[config.mk]
export PLATFORM = sky130hd
export DESIGN_NAME = vsa_ctrl
export DESIGN_NICKNAME = d
export VERILOG_FILES = /design/src/hw/rtl/vsa_pkg.sv /design/src/hw/rtl/vsa_ctrl.sv
export SDC_FILE = /design/constraint.sdc
export NUM_CORES = 1
export LEC_CHECK = 0
export ABC_AREA = 1
export BUFFER_PORTS_ARGS = -buffer_cell sky130_fd_sc_hd__buf_2
export CAP_MARGIN = 20
export CORE_MARGIN = 2
export CORE_UTILIZATION = 35
export DETAILED_ROUTE_END_ITERATION = 10
export PLACE_DENSITY = 0.54
export SLEW_MARGIN = 40
export SYNTH_ARGS = -nofsm -noshare
export SYNTH_HDL_FRONTEND = slang
export SYNTH_SLANG_ARGS = --single-unit
[constraint.sdc]
create_clock -name clock -period 7.4 [get_ports clock]
set_clock_uncertainty 0.1 [all_clocks]
set_input_delay 0.37 -clock clock [delete_from_list [all_inputs] [get_ports clock]]
set_output_delay 0.37 -clock clock [all_outputs]
set_load 0.005 [all_outputs]
[src/hw/rtl/vsa_pkg.sv]
// vsa_pkg: shared types, constants and helpers for the voice slot allocator.
// No dependencies; used by vsa_slot_ram, vsa_ctrl and voice_slot_allocator_core.
package vsa_pkg;

   localparam int unsigned SLOTS   = 128;   // voice slots in the pool (1..128)
   localparam int unsigned IDX_W   = 7;     // slot index field width
   localparam int unsigned CNT_W   = 8;     // scan counter, holds SLOTS itself
   localparam int unsigned GEN_W   = 24;
   localparam int unsigned STAMP_W = 64;
   localparam int unsigned REQ_DATA_W = 48;
   localparam int unsigned RSP_DATA_W = 56;

   localparam logic [IDX_W-1:0] LAST_IDX  = IDX_W'(SLOTS - 1);
   localparam logic [CNT_W-1:0] SLOTS_CNT = CNT_W'(SLOTS);

   // operation codes carried on req_tuser
   localparam logic [2:0] MODE_ALLOC   = 3'd0;
   localparam logic [2:0] MODE_STOP    = 3'd1;
   localparam logic [2:0] MODE_CHECK   = 3'd2;
   localparam logic [2:0] MODE_FINISH  = 3'd3;
   localparam logic [2:0] MODE_STOPALL = 3'd4;

   typedef struct packed {
      logic               in_use;
      logic               loops;
      logic [GEN_W-1:0]   gen;
      logic [STAMP_W-1:0] stamp;
   } slot_entry_type;

   localparam slot_entry_type RESET_ENTRY = '{
      in_use: 1'b0, loops: 1'b0, gen: GEN_W'(1), stamp: '0};

   typedef struct packed {
      logic                 rd_en;
      logic [IDX_W-1:0]     rd_addr;
      logic                 wr_en;
      logic [IDX_W-1:0]     wr_addr;
      slot_entry_type       wr_data;
   } ram_req_type;

   typedef struct packed {
      logic [2:0]       mode;
      logic [31:0]      handle;
      logic             loop_flag;
      logic             start_ok;
      logic [IDX_W-1:0] end_slot;
   } req_item_type;

   typedef struct packed {
      logic             status;
      logic [31:0]      new_handle;
      logic [IDX_W-1:0] slot_index;
      logic             evicted;
      logic [IDX_W-1:0] evicted_slot;
      logic [7:0]       active_count;
   } rsp_item_type;

   // next generation after a release; zero is never handed out
   function automatic logic [GEN_W-1:0] gen_next(input logic [GEN_W-1:0] g);
      logic [GEN_W-1:0] n;
      n = g + GEN_W'(1);
      return (n == '0) ? GEN_W'(1) : n;
   endfunction

endpackage

[src/hw/rtl/vsa_ctrl.sv]
// vsa_ctrl: sequencer for allocate / stop / check / finish / stop-all requests.
// Scans and rewrites slot state through vsa_slot_ram. Depends on vsa_pkg.
module vsa_ctrl (
   input  logic                    clock,
   input  logic                    reset,
   input  logic                    req_valid,
   input  vsa_pkg::req_item_type   req_item,
   output logic                    req_ready,
   output logic                    res_valid,
   output vsa_pkg::rsp_item_type   res,
   input  logic                    res_take,
   output vsa_pkg::ram_req_type    ram_req,
   input  vsa_pkg::slot_entry_type rd_data
);

   typedef enum logic [5:0] {
      ST_IDLE   = 6'b000001,
      ST_LOOKUP = 6'b000010,
      ST_SCAN   = 6'b000100,
      ST_EVICT  = 6'b001000,
      ST_SWEEP  = 6'b010000,
      ST_DONE   = 6'b100000
   } state_type;

   state_type                         state_ff, state_in;
   vsa_pkg::req_item_type             item_ff, item_in;
   logic [vsa_pkg::IDX_W-1:0]         idx_ff, idx_in;       // index of data on rd_data
   logic [vsa_pkg::CNT_W-1:0]         cnt_ff, cnt_in;       // next scan address
   vsa_pkg::slot_entry_type           vic_ff, vic_in;
   logic [vsa_pkg::IDX_W-1:0]         vic_idx_ff, vic_idx_in;
   vsa_pkg::rsp_item_type             res_ff, res_in;
   logic [7:0]                        used_ff, used_in;
   logic [vsa_pkg::STAMP_W-1:0]       stamp_ff, stamp_in;

   vsa_pkg::slot_entry_type           e;
   vsa_pkg::slot_entry_type           freed;
   vsa_pkg::slot_entry_type           cand;
   logic [vsa_pkg::STAMP_W-1:0]       stamp_next;
   logic [vsa_pkg::GEN_W-1:0]         vic_gen_n;
   logic [7:0]                        low;
   logic                              better;

   assign e          = rd_data;
   assign stamp_next = stamp_ff + vsa_pkg::STAMP_W'(1);
   assign low        = req_item.handle[7:0];
   assign vic_gen_n  = vsa_pkg::gen_next(vic_ff.gen);

   always_comb begin
      freed     = e;
      freed.in_use = 1'b0;
      freed.gen = vsa_pkg::gen_next(e.gen);
   end

   // victim order: one-shots before loops, then the older stamp; ties keep lower slot
   always_comb begin
      if (e.loops != vic_ff.loops) begin
         better = !e.loops;
      end else begin
         better = e.stamp < vic_ff.stamp;
      end
      cand = ((idx_ff == '0) || better) ? e : vic_ff;
   end

   always_comb begin
      state_in   = state_ff;
      item_in    = item_ff;
      idx_in     = idx_ff;
      cnt_in     = cnt_ff;
      vic_in     = vic_ff;
      vic_idx_in = vic_idx_ff;
      res_in     = res_ff;
      used_in    = used_ff;
      stamp_in   = stamp_ff;
      ram_req    = '0;
      req_ready  = 1'b0;
      res_valid  = 1'b0;

      unique case (state_ff)
         ST_IDLE: begin
            req_ready = 1'b1;
            res_in    = '0;
            res_in.status = 1'b1;
            if (req_valid) begin
               item_in = req_item;
               unique case (req_item.mode) inside
                  vsa_pkg::MODE_ALLOC, vsa_pkg::MODE_STOPALL: begin
                     ram_req.rd_en   = 1'b1;
                     ram_req.rd_addr = '0;
                     idx_in   = '0;
                     cnt_in   = vsa_pkg::CNT_W'(1);
                     state_in = (req_item.mode == vsa_pkg::MODE_ALLOC) ? ST_SCAN : ST_SWEEP;
                  end
                  vsa_pkg::MODE_STOP, vsa_pkg::MODE_CHECK: begin
                     if ((low != 8'd0) && (low <= vsa_pkg::SLOTS_CNT)) begin
                        ram_req.rd_en   = 1'b1;
                        ram_req.rd_addr = vsa_pkg::IDX_W'(low - 8'd1);
                        idx_in   = vsa_pkg::IDX_W'(low - 8'd1);
                        state_in = ST_LOOKUP;
                     end else begin
                        state_in = ST_DONE;
                     end
                  end
                  vsa_pkg::MODE_FINISH: begin
                     if ({1'b0, req_item.end_slot} < vsa_pkg::SLOTS_CNT) begin
                        ram_req.rd_en   = 1'b1;
                        ram_req.rd_addr = req_item.end_slot;
                        idx_in   = req_item.end_slot;
                        state_in = ST_LOOKUP;
                     end else begin
                        res_in.slot_index = req_item.end_slot;
                        state_in = ST_DONE;
                     end
                  end
                  default: begin
                     state_in = ST_DONE;
                  end
               endcase
            end
         end

         ST_LOOKUP: begin
            if (item_ff.mode == vsa_pkg::MODE_FINISH) begin
               res_in.slot_index = item_ff.end_slot;
               if (e.in_use && !e.loops) begin
                  res_in.status   = 1'b0;
                  ram_req.wr_en   = 1'b1;
                  ram_req.wr_addr = idx_ff;
                  ram_req.wr_data = freed;
                  used_in = used_ff - 8'd1;
               end
            end else if (e.in_use && (e.gen == item_ff.handle[31:8])) begin
               res_in.status     = 1'b0;
               res_in.slot_index = idx_ff;
               if (item_ff.mode == vsa_pkg::MODE_STOP) begin
                  ram_req.wr_en   = 1'b1;
                  ram_req.wr_addr = idx_ff;
                  ram_req.wr_data = freed;
                  used_in = used_ff - 8'd1;
               end
            end
            state_in = ST_DONE;
         end

         ST_SCAN: begin
            if (cnt_ff < vsa_pkg::SLOTS_CNT) begin
               ram_req.rd_en   = 1'b1;
               ram_req.rd_addr = cnt_ff[vsa_pkg::IDX_W-1:0];
               idx_in = cnt_ff[vsa_pkg::IDX_W-1:0];
               cnt_in = cnt_ff + vsa_pkg::CNT_W'(1);
            end
            if (!e.in_use) begin
               // lowest free slot found
               res_in.slot_index = idx_ff;
               res_in.status     = !item_ff.start_ok;
               if (item_ff.start_ok) begin
                  ram_req.wr_en   = 1'b1;
                  ram_req.wr_addr = idx_ff;
                  ram_req.wr_data = '{in_use: 1'b1, loops: item_ff.loop_flag,
                                      gen: e.gen, stamp: stamp_next};
                  stamp_in = stamp_next;
                  used_in  = used_ff + 8'd1;
                  res_in.new_handle = {e.gen, ({1'b0, idx_ff} + 8'd1)};
               end
               state_in = ST_DONE;
            end else begin
               vic_in = cand;
               if ((idx_ff == '0) || better) begin
                  vic_idx_in = idx_ff;
               end
               if (idx_ff == vsa_pkg::LAST_IDX) begin
                  state_in = ST_EVICT;
               end
            end
         end

         ST_EVICT: begin
            res_in.slot_index   = vic_idx_ff;
            res_in.evicted      = 1'b1;
            res_in.evicted_slot = vic_idx_ff;
            res_in.status       = !item_ff.start_ok;
            ram_req.wr_en   = 1'b1;
            ram_req.wr_addr = vic_idx_ff;
            if (item_ff.start_ok) begin
               // victim freed and reused at once: count unchanged
               ram_req.wr_data = '{in_use: 1'b1, loops: item_ff.loop_flag,
                                   gen: vic_gen_n, stamp: stamp_next};
               stamp_in = stamp_next;
               res_in.new_handle = {vic_gen_n, ({1'b0, vic_idx_ff} + 8'd1)};
            end else begin
               ram_req.wr_data = '{in_use: 1'b0, loops: vic_ff.loops,
                                   gen: vic_gen_n, stamp: vic_ff.stamp};
               used_in = used_ff - 8'd1;
            end
            state_in = ST_DONE;
         end

         ST_SWEEP: begin
            if (cnt_ff < vsa_pkg::SLOTS_CNT) begin
               ram_req.rd_en   = 1'b1;
               ram_req.rd_addr = cnt_ff[vsa_pkg::IDX_W-1:0];
               idx_in = cnt_ff[vsa_pkg::IDX_W-1:0];
               cnt_in = cnt_ff + vsa_pkg::CNT_W'(1);
            end
            if (e.in_use) begin
               ram_req.wr_en   = 1'b1;
               ram_req.wr_addr = idx_ff;
               ram_req.wr_data = freed;
               used_in = used_ff - 8'd1;
            end
            if (idx_ff == vsa_pkg::LAST_IDX) begin
               res_in.status = 1'b0;
               state_in = ST_DONE;
            end
         end

         ST_DONE: begin
            res_valid = 1'b1;
            if (res_take) begin
               state_in = ST_IDLE;
            end
         end

         default: begin
            state_in = ST_IDLE;
         end
      endcase
   end

   always_comb begin
      res = res_ff;
      res.active_count = used_ff;
   end

   always_ff @(posedge clock) begin
      if (reset) begin
         state_ff <= ST_IDLE;
         used_ff  <= '0;
         stamp_ff <= '0;
      end else begin
         state_ff <= state_in;
         used_ff  <= used_in;
         stamp_ff <= stamp_in;
      end
   end

   always_ff @(posedge clock) begin
      item_ff    <= item_in;
      idx_ff     <= idx_in;
      cnt_ff     <= cnt_in;
      vic_ff     <= vic_in;
      vic_idx_ff <= vic_idx_in;
      res_ff     <= res_in;
   end

endmodule

==> flow_summary.toml, run 1 <==
[routing]
via_per_inst = 5.15
drtAntennaViolNets = 0
post_drt_wl_per_cell_um = 19.0
dr.first_iter.drc_count = 1312
vias = 17500
dr.pass1.iters = 8
drt_wl_total_mm = 64.9
drc_errors = 0

[clock_network]
clock_latency_ps = 560
cts-root-buf = "clkbuf_16"
postCtsSetupBuffers = 0
cts_tree = "built"
cts_resized = 0
cts_buffer_depth = 3
clk_pin_slew_ps = 50
h-tree-depth = 2
postCtsHoldBufs = 109
numClockSinks = 273
cts_made_buffers = 36

[logic_synthesis]
ys_top_cells_by_area = "edfxtp_1 (33%), nand2_1 (13%), dfxtp_1 (8.9%)"
synth_top_family_by_area = "simple AND/OR/NAND/NOR gates"
synthCells = 2315
yosysUniqueCellTypes = 46
synth_top_area_share = 0.335
synth_seq_area_share = 0.424
syn_nets = 2530
syn-cell-area_um2 = 17500
synth_flop_cell = "edfxtp_1"
yosys.area_share.simple = 0.260
synthArstFlopShare = 0
avgSynthCellArea_um2 = 7.55
yosys_warnings = 0
muxShareOfSynthArea = 0
synth_edf_count = 195
synth_compound_area_frac = 0.142
yosys.area.top_type = "edfxtp_1"
yosys.area_share.xor_xnor = 0.0386
synthAdderAreaFrac = 0.0555
ys_seq_elements = 273

[power_and_ir_drop]
p_per_area_nw_per_um2 = 197
vdd.ir_drop.worst_uv = 164
p_leak_nw = 9.50

[placed_design]
placedCellCount = 3231
dpl_cell_area_um2 = 19700
hpwl_mm = 49.5
pre_cts_ws_ps = 3450
gp_congestion = 0.960
io_buffers = 301

[die]
start_util = 0.356
io_pins = 302
dieArea_um2 = 51800
dieWidth_um = 227
dieHeight_um = 227
core-area_um2 = 49200
rows = 81

[worst_setup_path]
critical_path_arrival_ps = 4050
crit_path_start_kind = "flop"
timing_worst_setup_path_type = "reg2out"
crit_path_end_kind = "output port"
cp_max_fo = 68
cp_data_required_time_ps = 6930

[final_layout]
finalNonFillerCells = 3408
final_area_um2 = 22000
multi_input_area_um2 = 8740
drive_above_1_share = 0.146
seqCellArea_um2 = 7420
syn2layout_area_growth_pct = 25.6
fill_cells = 5005
fin_nets = 2929

[sta]
slew_violations = 0
hold_viol = 0
finalCriticalPeriod_ps = 4520
worstMarginPinSlew_ps = 872
setup_violations = 0
max_slew_margin = 0.419
grt_setup_unrepaired = "no"
fin_tns_setup_ps = 0
whs_ps = 24.8
finalCritPeriodShare = 0.611
max_freq_mhz = 221
layout_setup_ws_ps = 2880

[global_routing]
grt_pass1_wl_mm = 97.4
grt_pass1_vias = 16600
antenna_found_initial = 4
grt.overflow.total = 0
grt_max_degree = 85
grt_usage = 0.247

[min_path]
hp-class = "in2reg"

[run_status]
status = "finished clean"

[job]
maxCapViolCount = 0
synthesized netlist by cell type, drive strengths merged, types with 3 or more instances:
| cell | instances |
|---|---|
| nand2 | 615 |
| inv | 278 |
| nor2 | 278 |
| edfxtp | 195 |
| o21ai | 181 |
| a21oi | 162 |
| nand3 | 108 |
| dfxtp | 78 |
| ha | 76 |
| xor2 | 57 |
| o211ai | 50 |
| nor3 | 41 |
| buf | 38 |
| nand4 | 37 |
| clkbuf | 27 |
| xnor2 | 20 |
| o21bai | 15 |
| nor4 | 10 |
| nand3b | 8 |
| o21a | 8 |
| a211oi | 7 |
| a22oi | 6 |
| o22ai | 4 |
| a221oi | 3 |
layer usage:
metal,vias up,GRT usage,wire length (µm)
li1,8551,-,-
met1,8319,0.359,31000
met2,584,0.387,28700
met3,90,0.0325,3840
met4,2,0.0639,1390
met5,-,0,11
state kept, by name, indices dropped and copies added (netlist names):
signal	flops
cnt_ff	8
idx_ff	7
item_ff	36
res	48
stamp_ff	64
state_ff	6
used_ff	8
vic_ff	89
vic_idx_ff	7
placed cells by master (no fill, tap or decap), types with 3 or more instances in the layout:
cell / count
a211oi_1: 6
a21oi_1: 159
a221oi_1: 3
a22oi_1: 6
buf_2: 301
buf_4: 15
clkbuf_1: 9
clkbuf_16: 38
clkbuf_8: 7
clkinv_1: 3
clkinv_2: 5
dfxtp_1: 78
dlygate4sd3_1: 109
edfxtp_1: 195
ha_1: 76
inv_1: 272
inv_2: 5
nand2_1: 610
nand2_2: 4
nand3_1: 107
nand3b_1: 8
nand4_1: 36
nor2_1: 270
nor2_2: 5
nor2_4: 3
nor3_1: 40
nor4_1: 8
o211ai_1: 50
o21a_1: 8
o21ai_0: 139
o21ai_1: 42
o21bai_1: 15
o22ai_1: 4
xnor2_1: 20
xor2_1: 57
power by group:
part	leakage (nW)	internal (W)	switching, W
sequential	2.48	0.00182	0.0000662
clock	0.589	0.00108	0.000711
combinational	6.43	0.000234	0.000408
final timing paths:
check                       startpoint                        end  slack [ps]  depth (start not counted)
setup / recovery  item_ff[7]$_DFFE_PP_                ram_req[63]        2880                          9
hold / removal             rd_data[70]       vic_ff[70]$_DFFE_PP_          20                          1
setup reg to reg  item_ff[7]$_DFFE_PP_  stamp_ff[24]$_SDFFE_PP0P_        3710                          9
hold reg to reg    idx_ff[0]$_DFFE_PP_    vic_idx_ff[0]$_DFFE_PP_         350                          0
area by class of cell:
cell class,count,area share
Multi-Input combinational cell,1699,0.398
Antenna cell,2,0.000228
Tap cell,664,0.0378
Timing Repair Buffer,426,0.124
Inverter,278,0.0476
Sequential cell,273,0.338
Clock inverter,12,0.00547
Clock buffer,54,0.0492
logic make-up after synthesis:
kind of cell | Yosys count
xor gates and xnor gates | 77
and+or+nand+nor | 1101
buffers and inverters | 343
adders and majority gates | 77
DFF | 273
AOI/OAI and AO/OA | 444
critical path: stages (launching register included):
cell and delay (ps):
edfxtp_1 800, inv_1 170, buf_4 330, nor2_1 360, nor2_4 70, buf_4 320, inv_4 640, a21oi_1 90
o211ai_1 460, buf_2 210
metrics by stage:
step	power, W	utilization
floorplan	0.00220	-
global placement	0.00251	0.400
detailed placement	0.00252	0.400
CTS	0.00437	0.447
global route	0.00450	0.447
finish	0.00432	0.447
Note: power is estimated with default switching activity, not from simulation.
==> run 2: changes to the inputs <==
--- a/config.mk
+++ b/config.mk
@@ -11,7 +11,7 @@
 export CORE_MARGIN = 2
 export CORE_UTILIZATION = 35
 export DETAILED_ROUTE_END_ITERATION = 10
-export PLACE_DENSITY = 0.54
+export PLACE_DENSITY = 0.56
 export SLEW_MARGIN = 40
 export SYNTH_ARGS = -nofsm -noshare
 export SYNTH_HDL_FRONTEND = slang
==> constraint.sdc (replaced) <==
create_clock -name clock -period 4.05 [get_ports clock]
set_clock_uncertainty 0.1 [all_clocks]
set_input_delay 0.2025 -clock clock [delete_from_list [all_inputs] [get_ports clock]]
set_output_delay 0.2025 -clock clock [all_outputs]
set_load 0.005 [all_outputs]
==> run 2 against run 1 <==
  * Via count is 1.1% higher
  * Cell area is 1.3% higher
  * Clock power is 80% higher
  * Critical path depth is 8 higher
  * Global-route usage is 1.1 points higher
  * Power is 83% higher
  * Die area stayed put
  * Critical path type is now in2out
  * Critical endpoint is now ram_req[29]
==> flow_summary.toml, run 2 (synthesized netlist as in run 1, its figures left out) <==
[clock_network]
cts_made_buffers = 37
cts_buffer_depth = 3
clk_pin_slew_ps = 50
numClockSinks = 273
cts-root-buf = "clkbuf_16"
clock_latency_ps = 560
postCtsSetupBuffers = 0
h-tree-depth = 2
cts_tree = "built"

[power_and_ir_drop]
vdd.ir_drop.worst_uv = 219
power.total_w = 0.00790
p_leak_nw = 9.63
p_per_area_nw_per_um2 = 355

[routing]
drc_errors = 0
dr.first_iter.drc_count = 1579
drt_wl_total_mm = 67.9
vias = 17700
dr.pass1.iters = 7
drtAntennaViolNets = 0
via_per_inst = 5.16
post_drt_wl_per_cell_um = 19.7

[min_path]
hp-class = "in2reg"
min_from = "reset"
whs_endpoint = "state_ff[0]$_SDFFE_PP1P_"
min_path_cells = 3

[final_layout]
fill_cells = 5032
finalNonFillerCells = 3439
final_common_cell = "nand2_1"
max_flop_register = "vic_ff"
drive_above_1_share = 0.147
final_cell_mix = "nand2_1 (610), buf_2 (301), inv_1 (272), nor2_1 (270), edfxtp_1 (195)"
fin_nets = 2958
largest_reg_flops = 89
syn2layout_area_growth_pct = 27.3

[worst_setup_path]
critical_path_arrival_ps = 3430
cp_max_fo = 30
crit_path_start_kind = "input port"
r2r_start = "vic_ff[63]$_DFFE_PP_"
timing_worst_setup_path_type = "in2out"
crit_path_end_kind = "output port"
r2r_end = "vic_idx_ff[3]$_DFFE_PP_"
cp_data_required_time_ps = 3750
reg2reg_setup_slack_ps = 990
reg2reg_depth = 10

[sta]
max_slew_margin = 0.416
hold_viol = 0
slew_violations = 0
worstMarginPinSlew_ps = 871
finalCriticalPeriod_ps = 3730
max_freq_mhz = 268
setup_violations = 0
finalCritPeriodShare = 0.922
grt_setup_unrepaired = "no"
fin_tns_setup_ps = 0

[placed_design]
gp_congestion = 0.956
hpwl_mm = 51.7
io_buffers = 301
placedCellCount = 3240

[die]
rows = 81
dieWidth_um = 227
io_pins = 302
start_util = 0.356
dieArea_um2 = 51800
core-area_um2 = 49200
dieHeight_um = 227

[global_routing]
grt_pass1_wl_mm = 101
grt_max_degree = 85
antenna_found_initial = 1
grt_usage = 0.258
grt.overflow.total = 0
grt_pass1_vias = 17100

[run_status]
status = "finished clean"

[job]
maxCapViolCount = 0
## run 2: cell types whose count changed in the layout (fill, tap and decap cells not counted), moves of 2 or more
cell / before / now
buf_12: 0 / 4
buf_4: 15 / 20
clkbuf_1: 9 / 13
clkinv_1: 3 / 1
dlygate4sd3_1: 109 / 128
## run 2: worst max path at each step
| stage | slack (ps) | startpoint | end | depth (start not counted) |
|---|---|---|---|---|
| final | 320 | rd_data[82] | ram_req[29] | 17 |
| after global routing | 30 | rd_data[77] | ram_req[29] | 18 |
| after CTS | 200 | rd_data[82] | ram_req[29] | 17 |
| after detailed placement | 750 | rd_data[77] | ram_req[29] | 17 |
| after global placement | 720 | rd_data[77] | ram_req[29] | 17 |
| after floorplan | 580 | state_ff[5]$_SDFFE_PP0P_ | ram_req[104] | 9 |
## run 2: worst max-delay path: stages
cell	delay [ps]
dlygate4sd3_1	540
buf_2	190
inv_1	250
o21ai_0	170
nor2_1	110
nand2_1	60
nor2_1	80
nand2_1	100
nor2_2	160
nand2_1	120
nand2_1	100
nand2_1	90
nand2_4	360
buf_6	340
nand2_1	100
o211ai_1	230
buf_2	210
## run 2: metal layers
layer / routed length [µm] / vias to the layer above / GRT usage / share of wire
met5: 0 / - / 0 / 0
met4: 1290 / 0 / 0.0647 / 0.019
met3: 4410 / 74 / 0.0348 / 0.065
met2: 30800 / 606 / 0.413 / 0.45
met1: 31400 / 8457 / 0.368 / 0.46
li1: - / 8600 / - / -
## run 2: power by group
| part | internal [W] | leakage [nW] | switching (W) | total [W] |
|---|---|---|---|---|
| combinational | 0.000442 | 6.56 | 0.000770 | 0.00121 |
| clock | 0.00192 | 0.583 | 0.00131 | 0.00323 |
| sequential | 0.00333 | 2.48 | 0.000130 | 0.00346 |
## run 2: layout make-up
type,count,area [µm²],area share
inverter,278,1050,0.0470
sequential,273,7420,0.333
timing repair buffer,454,3030,0.136
tap,664,831,0.0373
clock buffer,57,1080,0.0486
clock inverter,11,108,0.00484
multi-input combinational,1699,8730,0.392
antenna,3,7.51,0.000337
## run 2: timing repair
action / in CTS / in global routing
resized for setup: 0 / 1
hold endpoints to repair: 130 / 0
hold buffers: 128 / 0
setup endpoints to repair: 0 / 1
## run 2: stage by stage
stage	setup WS (ps)	instance area [µm²]	hold slack [ps]	util
floorplan	577	17500	181	-
global placement	717	19800	281	0.402
detailed placement	746	19800	281	0.402
CTS	204	22200	9.90	0.452
global route	25.8	22200	24.5	0.453
finish	316	22200	22.0	0.453
